--- config.mk ---
export PLATFORM = sky130hd
export DESIGN_NAME = ppc_fp_sign_select_compare_convert_top
export DESIGN_NICKNAME = d
export VERILOG_FILES = /design/src/rtl/ppcfsc_pkg.sv /design/src/rtl/ppcfsc_exec.sv /design/src/rtl/ppc_fp_sign_select_compare_convert_top.sv
export SDC_FILE = /design/constraint.sdc
export NUM_CORES = 1
export LEC_CHECK = 0
export BUFFER_PORTS_ARGS = -buffer_cell sky130_fd_sc_hd__buf_2
export CAP_MARGIN = 10
export CORE_ASPECT_RATIO = 1.2
export CORE_MARGIN = 3
export CORE_UTILIZATION = 55
export DETAILED_ROUTE_END_ITERATION = 16
export PLACE_DENSITY = 0.85
export SLEW_MARGIN = 0
export SYNTH_ARGS = -nofsm -noshare
export SYNTH_HDL_FRONTEND = slang
export SYNTH_SLANG_ARGS = --single-unit
--- constraint.sdc ---
create_clock -name clock -period 16.2 [get_ports clock]
set_input_delay 2.43 -clock clock [delete_from_list [all_inputs] [get_ports clock]]
set_output_delay 2.43 -clock clock [all_outputs]
set_load 0.05 [all_outputs]
--- src/rtl/ppcfsc_pkg.sv ---
`default_nettype none
// ----------------------------------------------------------------------------
// ppcfsc_pkg
// Types and constants for the FP sign/select/compare/convert unit.
// ----------------------------------------------------------------------------
package ppcfsc_pkg;

   typedef enum logic [2:0] {
      OP_NEGATE  = 3'd0,
      OP_ABS     = 3'd1,
      OP_NEG_ABS = 3'd2,
      OP_FSEL    = 3'd3,
      OP_COMPARE = 3'd4,
      OP_CONVERT = 3'd5
   } op_type;

   typedef struct packed {
      logic [2:0]  operation;
      logic [63:0] operand_a;
      logic [63:0] operand_b;
      logic [63:0] operand_c;
      logic [2:0]  target_field;
   } req_type;

   typedef struct packed {
      logic [63:0] result;
      logic        writes_register;
      logic [3:0]  flags;
      logic [2:0]  flags_field;
      logic        writes_flags;
   } rsp_type;

   localparam logic [3:0]  FLAG_LT    = 4'b1000;
   localparam logic [3:0]  FLAG_GT    = 4'b0100;
   localparam logic [3:0]  FLAG_EQ    = 4'b0010;
   localparam logic [3:0]  FLAG_UN    = 4'b0001;
   localparam logic [63:0] CONV_BASE  = 64'hFFF8_0000_0000_0000;
   localparam logic [31:0] INT_MIN    = 32'h8000_0000;
   localparam logic [31:0] INT_MAX    = 32'h7FFF_FFFF;
   localparam logic [10:0] EXP_BIAS   = 11'd1023;
   localparam logic [10:0] EXP_SAT    = 11'd1054;

   function automatic logic is_nan(input logic [63:0] x);
      return (x[62:52] == 11'h7FF) && (x[51:0] != 52'd0);
   endfunction

   function automatic logic is_zero(input logic [62:0] x);
      return x == 63'd0;
   endfunction

endpackage
`default_nettype wire

--- src/rtl/ppcfsc_exec.sv ---
`default_nettype none
// ----------------------------------------------------------------------------
// ppcfsc_exec
// Combinational datapath: sign ops, select, compare and truncating convert.
// ----------------------------------------------------------------------------
module ppcfsc_exec (
   input  var ppcfsc_pkg::req_type req,
   output var ppcfsc_pkg::rsp_type rsp
);

   logic [63:0] a, b, ka, kb, conv;
   logic        nan_a, nan_b, neg;
   logic [10:0] ex;
   logic [4:0]  e5;
   logic [83:0] shifted;
   logic [31:0] m32, val;
   logic [3:0]  cmp;

   always_comb begin
      a     = req.operand_a;
      b     = req.operand_b;
      nan_a = ppcfsc_pkg::is_nan(a);
      nan_b = ppcfsc_pkg::is_nan(b);
      ka    = a[63] ? ~a : (a | {1'b1, 63'd0});
      kb    = b[63] ? ~b : (b | {1'b1, 63'd0});
      if (nan_a || nan_b) begin
         cmp = ppcfsc_pkg::FLAG_UN;
      end else if (ppcfsc_pkg::is_zero(a[62:0]) && ppcfsc_pkg::is_zero(b[62:0])) begin
         cmp = ppcfsc_pkg::FLAG_EQ;
      end else if (ka < kb) begin
         cmp = ppcfsc_pkg::FLAG_LT;
      end else if (ka > kb) begin
         cmp = ppcfsc_pkg::FLAG_GT;
      end else begin
         cmp = ppcfsc_pkg::FLAG_EQ;
      end

      neg     = b[63];
      ex      = b[62:52];
      e5      = 5'(ex - ppcfsc_pkg::EXP_BIAS);
      shifted = {31'd0, 1'b1, b[51:0]} << e5;
      m32     = shifted[83:52];
      if (nan_b) begin
         val = ppcfsc_pkg::INT_MIN;
      end else if (ex < ppcfsc_pkg::EXP_BIAS) begin
         val = 32'd0;
      end else if (ex >= ppcfsc_pkg::EXP_SAT) begin
         val = neg ? ppcfsc_pkg::INT_MIN : ppcfsc_pkg::INT_MAX;
      end else begin
         val = neg ? (32'd0 - m32) : m32;
      end
      conv = ppcfsc_pkg::CONV_BASE | {32'd0, val};
      if (val == 32'd0 && neg) begin
         conv[32] = 1'b1;
      end

      rsp.result          = 64'd0;
      rsp.writes_register = 1'b1;
      rsp.flags           = 4'd0;
      rsp.flags_field     = req.target_field;
      rsp.writes_flags    = 1'b0;
      case (req.operation)
         ppcfsc_pkg::OP_NEGATE:  rsp.result = {~b[63], b[62:0]};
         ppcfsc_pkg::OP_ABS:     rsp.result = {1'b0, b[62:0]};
         ppcfsc_pkg::OP_NEG_ABS: rsp.result = {1'b1, b[62:0]};
         ppcfsc_pkg::OP_FSEL: begin
            rsp.result = (!nan_a && (!a[63] || ppcfsc_pkg::is_zero(a[62:0])))
                         ? req.operand_c : b;
         end
         ppcfsc_pkg::OP_COMPARE: begin
            rsp.writes_register = 1'b0;
            rsp.flags           = cmp;
            rsp.writes_flags    = 1'b1;
         end
         ppcfsc_pkg::OP_CONVERT: rsp.result = conv;
         default: rsp.writes_register = 1'b0;
      endcase
   end

endmodule
`default_nettype wire

--- src/rtl/ppc_fp_sign_select_compare_convert_top.sv ---
`default_nettype none
// ----------------------------------------------------------------------------
// ppc_fp_sign_select_compare_convert_top
// FP sign/select/compare/truncating-convert unit on raw double words.
// ----------------------------------------------------------------------------
// Usage:
//   req_ channel takes one operation word (op, a, b, c, CR field) under
//   valid/ready; rsp_ channel returns one result word per request.
//   Request is captured in an input register, evaluated by one level of
//   combinational logic, and held in a result register that drives
//   rsp_valid; throughput 1 word per cycle while the receiver keeps
//   rsp_ready high.
//   Each stage advances when the stage after it is empty or being
//   drained, so a stalled receiver backs up into req_ready.
//   Reset clears both stage valids; no words are in flight afterwards.
// ----------------------------------------------------------------------------
module ppc_fp_sign_select_compare_convert_top (
   input  var logic                clock,
   input  var logic                reset,
   input  var logic                req_valid,
   output var logic                req_ready,
   input  var ppcfsc_pkg::req_type req_data,
   output var logic                rsp_valid,
   input  var logic                rsp_ready,
   output var ppcfsc_pkg::rsp_type rsp_data
);

   ppcfsc_pkg::req_type req_ff;
   ppcfsc_pkg::rsp_type rsp_ff, rsp_in;
   logic in_vld_ff, out_vld_ff, adv_out, adv_in;

   ppcfsc_exec u_exec (.req(req_ff), .rsp(rsp_in));

   assign adv_out   = !out_vld_ff || rsp_ready;
   assign adv_in    = !in_vld_ff || adv_out;
   assign req_ready = adv_in;
   assign rsp_valid = out_vld_ff;
   assign rsp_data  = rsp_ff;

   always_ff @(posedge clock) begin
      if (reset) begin
         in_vld_ff  <= 1'b0;
         out_vld_ff <= 1'b0;
      end else begin
         if (adv_in) in_vld_ff <= req_valid;
         if (adv_out) out_vld_ff <= in_vld_ff;
      end
      if (adv_in && req_valid) req_ff <= req_data;
      if (adv_out && in_vld_ff) rsp_ff <= rsp_in;
   end

   a_hold: assert property (@(posedge clock) disable iff (reset)
      rsp_valid && !rsp_ready |=> rsp_valid && $stable(rsp_data))
      else $error("result dropped under stall");
   a_full: assert property (@(posedge clock) disable iff (reset)
      in_vld_ff && out_vld_ff && !rsp_ready |-> !req_ready)
      else $error("accepted while full");
   a_flag: assert property (@(posedge clock) disable iff (reset)
      rsp_valid |-> !(rsp_data.writes_flags && rsp_data.writes_register))
      else $error("both write enables set");

endmodule
`default_nettype wire
==> metrics.md <==
| Metric | Value |
|---|---|
| Run status | `complete, no violations` |
| Detailed Routing Iterations Pass 1 | `5` |
| Boundary pin count | `277` |
| Die height | `193 um` |
| Clock slew at reported path FFs | `0.07 ns` |
| Row count | `67` |
| Number of vias per cell | `6.40` |
| Proportion of netlist area held by the largest area contributor | `50.8%` |
| GR Overflow Total | `0` |
| Bufs and invs on worst path | `2` |
| Number of global-route vias before repair | `12,758` |
| R2R depth | `15` |
| Multiplexer fraction of the synthesized cell area | `10.1%` |
| Worst reg2reg path endpoint | `rsp_data[41]` |
| Netlist area before placement | `between 15,000 and 20,000 sq um` |
| Data required time at the worst endpoint | `approximately 17 ns` |
| Area added between synthesis and finish | `15.9%` |
| Starting utilization of the core area | `56.5%` |
| Count of yosys warnings during synthesis | `0` |
| Simple-gate area share of the yosys netlist | `11.9%` |
| Accumulated negative setup slack | `0 ns` |
| Mean post-synth cell area | `11.8 sq um` |
| Quantity of I/O buffers inserted on ports | `276` |
| Leading cell types by total area after synthesis | `sky130_fd_sc_hd__edfxtp_1, sky130_fd_sc_hd__mux2i_1, sky130_fd_sc_hd__ha_1` |
| Kind of cell adding the most delay to the critical path | `compound AO/OA/AOI/OAI gates` |
| Synthesized net count | `about 1,600` |
| Maximum resistive drop on vdd | `93.7 uV` |
| Initial DRC Count | `roughly 1,300` |
| Share of the yosys chip area belonging to registers | `between 50% and 60%` |
| Dominant combinational cell family by area after synthesis | `simple AND/OR/NAND/NOR gates` |
| Predominant post-synthesis flop cell | `sky130_fd_sc_hd__edfxtp_1` |
| EDFF count, synth | `271` |
| End point of the worst hold path | `rsp_data[2]` |
| Cts bufs inserted | `28` |
| Sink Count | `273` |
| Clock Root Buffer | `sky130_fd_sc_hd__clkbuf_16` |
| Routed length per placed instance | `25.3 um` |
| Max_slew headroom | `22.7%` |
| Capturing element type of the critical path | `flop` |
| Slowest CP cell | `sky130_fd_sc_hd__ha_2` |
| Share of async-settable or async-resettable flops after synthesis | `0%` |
| List of cells traversed by the critical path | `buf_4 > inv_2 > ha_2 > mux2_1 > mux2i_1 > mux2i_1 > o311ai_0 > ha_1 > nor4bb_1 > and4_1 > a21oi_1 > o31ai_1 > nand4_1 > o31a_1 > o32ai_2` |
| # resized after CTS | `0` |
| Standby leakage power | `7.41 nW` |
| Global router's overall resource usage | `between 30% and 40%` |
| Xor and xnor fraction of the mapped netlist area | `under 10%` |
| Final net count | `1,871` |
| Leading cell types in the layout, fill and taps excluded | `sky130_fd_sc_hd__buf_2, sky130_fd_sc_hd__edfxtp_1, sky130_fd_sc_hd__nand2_1` |
| Synth Register Bits | `273` |
| Setup Viol. Count Final | `0` |
| Leading cell type in the layout, fill and taps excluded | `sky130_fd_sc_hd__buf_2` |
| Total Die Area | `31,200 sq um` |
| Buffer depth of the longest clock path | `3` |
| RSZ-0062 raised after global routing | `false` |
| Path type of the worst setup path | `reg2reg` |
| Worst reg2reg startpoint | `req_ff[119]` |
| Fraction of final layout cells with drive strength greater than 1 | `24.1%` |
| TritonCTS clock tree | `built` |
| Power per cell area | `104 nW/um^2` |
| Share of the synthesized area in compound gates (AO/OA/AOI/OAI) | `between 10% and 20%` |
| Antenna violations before repair | `3` |
| Core region area | `28,300 sq um` |
| Total number of vias | `12,792` |
| Residual antenna-violating net count after detailed routing | `0` |
| CTS H-tree lvls | `1` |
| Most frequent cell on the critical path | `sky130_fd_sc_hd__mux2i_1` |
| Portion of the clock cycle consumed by the worst path in the final layout | `44.3%` |
| Number of setup buffers added after CTS | `0` |
| Clock latency on the worst-skew pair | `slightly below 0.6 ns` |
| Number of violations of the max-capacitance limit | `0` |
| Startpoint type of the worst setup path | `flop` |
| Cell accounting for the most synthesized area | `sky130_fd_sc_hd__edfxtp_1` |
| Max FO, Critical Path | `41` |
| Half-perimeter wire length after detailed placement | `37,700 um` |
| Hold-fix buffers at CTS | `0` |
| Final slew viol count | `0` |
| Cell count of the worst hold path | `0` |
| Worst setup path start | `req_ff[119]` |
| Transition time of the tightest slew-check pin | `around 1.2 ns` |
| Post-synthesis adder-cell area fraction | `5.39%` |
| Final setup skew | `0.0170 ns` |
| Register-to-register path setup slack | `approximately 9 ns` |
| Final weighted congestion of routability-driven global placement | `about 0.98` |
| CP arrival | `7.57 ns` |
| Count of endpoints failing hold in the final timing report | `0` |
| Highest clock rate | `139 MHz` |
| Pin count of the biggest net entering global routing | `84` |
| Global-route wire length before repair | `around 75,000 um` |
| DRC viols | `0` |
| Hold Startpoint | `req_ff[1]` |
| Post-layout min period | `7.17 ns` |
| Number of standard cells after synthesis | `1,355` |
| HP Class | `reg2reg` |
| CP max stage delay | `1.13 ns` |
| Die width | `162 um` |
| Detailed-route wire length | `roughly 51,000 um` |
| Worst hold margin | `around 0.42 ns` |
| Number of distinct library cells after synthesis | `81` |
-- stage by stage --
step | util, % | cell area (sq um) | cells | total power, mW | worst slack, ns
floorplan | - | 16000 | 1355 | 1.16 | 8.17
global placement | 62.3 | 17700 | 1949 | 1.29 | 9.46
detailed placement | 62.3 | 17700 | 1949 | 1.29 | 9.20
CTS | 65.5 | 18500 | 1995 | 1.92 | 9.17
global route | 65.5 | 18600 | 1998 | 2.00 | 8.46
finish | 65.5 | 18600 | 1998 | 1.93 | 9.03
-- cell families after synthesis --
logic type	count (synthesis)
flops	273
mux	136
simple gates	371
xor+xnor	136
buf+inv	94
compound gates	276
fa+ha+maj	69
-- registers in the layout, summed over array words and instances, names as in the netlist --
signal,cells
in_vld_ff,1
rsp_valid,1
req_ff,198
rsp_data,73
-- where the power goes --
part / switching, mW / total [mW] / internal (mW)
sequential: 0.0379 / 0.864 / 0.826
clock: 0.273 / 0.637 / 0.364
combinational: 0.269 / 0.426 / 0.157
-- final cells by class --
class                           count  area [sq um]
Multi-Input combinational cell    988          7430
Clock inverter                     14           175
Inverter                           14          52.6
Antenna cell                        3          7.51
Sequential cell                   273          8180
Tap cell                          379           474
Clock buffer                       32           716
Timing Repair Buffer              295          1520
Fill cell                        2206          9780
-- routing by layer --
| metal | routed length, um | track usage, % | vias up |
|---|---|---|---|
| li1 | - | - | 5692 |
| met1 | 18600 | 40.3 | 6248 |
| met2 | 25200 | 54.5 | 703 |
| met3 | 4160 | 4.40 | 149 |
| met4 | 2650 | 15.3 | 0 |
| met5 | 0 | 0 | - |
-- synthesized netlist by cell type (4+ instances only) --
cell type,n
sky130_fd_sc_hd__a211oi_1,8
sky130_fd_sc_hd__a21o_1,16
sky130_fd_sc_hd__a21oi_1,77
sky130_fd_sc_hd__a31oi_1,13
sky130_fd_sc_hd__and2_1,11
sky130_fd_sc_hd__and3_1,10
sky130_fd_sc_hd__and4_1,7
sky130_fd_sc_hd__buf_1,12
sky130_fd_sc_hd__buf_2,11
sky130_fd_sc_hd__buf_4,6
sky130_fd_sc_hd__buf_6,4
sky130_fd_sc_hd__clkbuf_1,46
sky130_fd_sc_hd__edfxtp_1,271
sky130_fd_sc_hd__ha_1,69
sky130_fd_sc_hd__inv_1,12
sky130_fd_sc_hd__mux2_1,8
sky130_fd_sc_hd__mux2_2,16
sky130_fd_sc_hd__mux2i_1,94
sky130_fd_sc_hd__mux4_2,16
sky130_fd_sc_hd__nand2_1,119
sky130_fd_sc_hd__nand2b_1,12
sky130_fd_sc_hd__nand3_1,25
sky130_fd_sc_hd__nand4_1,38
sky130_fd_sc_hd__nor2_1,51
sky130_fd_sc_hd__nor2b_1,15
sky130_fd_sc_hd__nor3_1,15
sky130_fd_sc_hd__nor3b_1,4
sky130_fd_sc_hd__nor4_1,42
sky130_fd_sc_hd__o211ai_1,5
sky130_fd_sc_hd__o21a_1,13
sky130_fd_sc_hd__o21ai_0,58
sky130_fd_sc_hd__o22ai_1,29
sky130_fd_sc_hd__o2bb2ai_1,7
sky130_fd_sc_hd__o31a_1,6
sky130_fd_sc_hd__o31ai_1,7
sky130_fd_sc_hd__or3_1,5
sky130_fd_sc_hd__xnor2_1,66
sky130_fd_sc_hd__xor2_1,66
-- worst reg2reg max path: stages (launching register included) --
cell and delay (ns):
sky130_fd_sc_hd__edfxtp_1 0.32, sky130_fd_sc_hd__buf_4 0.37, sky130_fd_sc_hd__inv_2 0.37, sky130_fd_sc_hd__ha_2 1.14
sky130_fd_sc_hd__mux2_1 0.45, sky130_fd_sc_hd__mux2i_1 0.21, sky130_fd_sc_hd__mux2i_1 0.23, sky130_fd_sc_hd__o311ai_0 0.82
sky130_fd_sc_hd__ha_1 0.38, sky130_fd_sc_hd__nor4bb_1 0.92, sky130_fd_sc_hd__and4_1 0.67, sky130_fd_sc_hd__a21oi_1 0.14
sky130_fd_sc_hd__o31ai_1 0.37, sky130_fd_sc_hd__nand4_1 0.14, sky130_fd_sc_hd__o31a_1 0.28, sky130_fd_sc_hd__o32ai_2 0.20
-- worst max-delay path by stage --
stage / slack, ns / depth (start not counted) / endpoint
after floorplan: 8.17 / 3 / req_ff[0]
after global placement: 9.46 / 15 / rsp_data[41]
after detailed placement: 9.20 / 15 / rsp_data[41]
after CTS: 9.17 / 15 / rsp_data[41]
after global routing: 8.46 / 15 / rsp_data[41]
final: 9.03 / 15 / rsp_data[41]
Power figures use the tool's default switching activity.
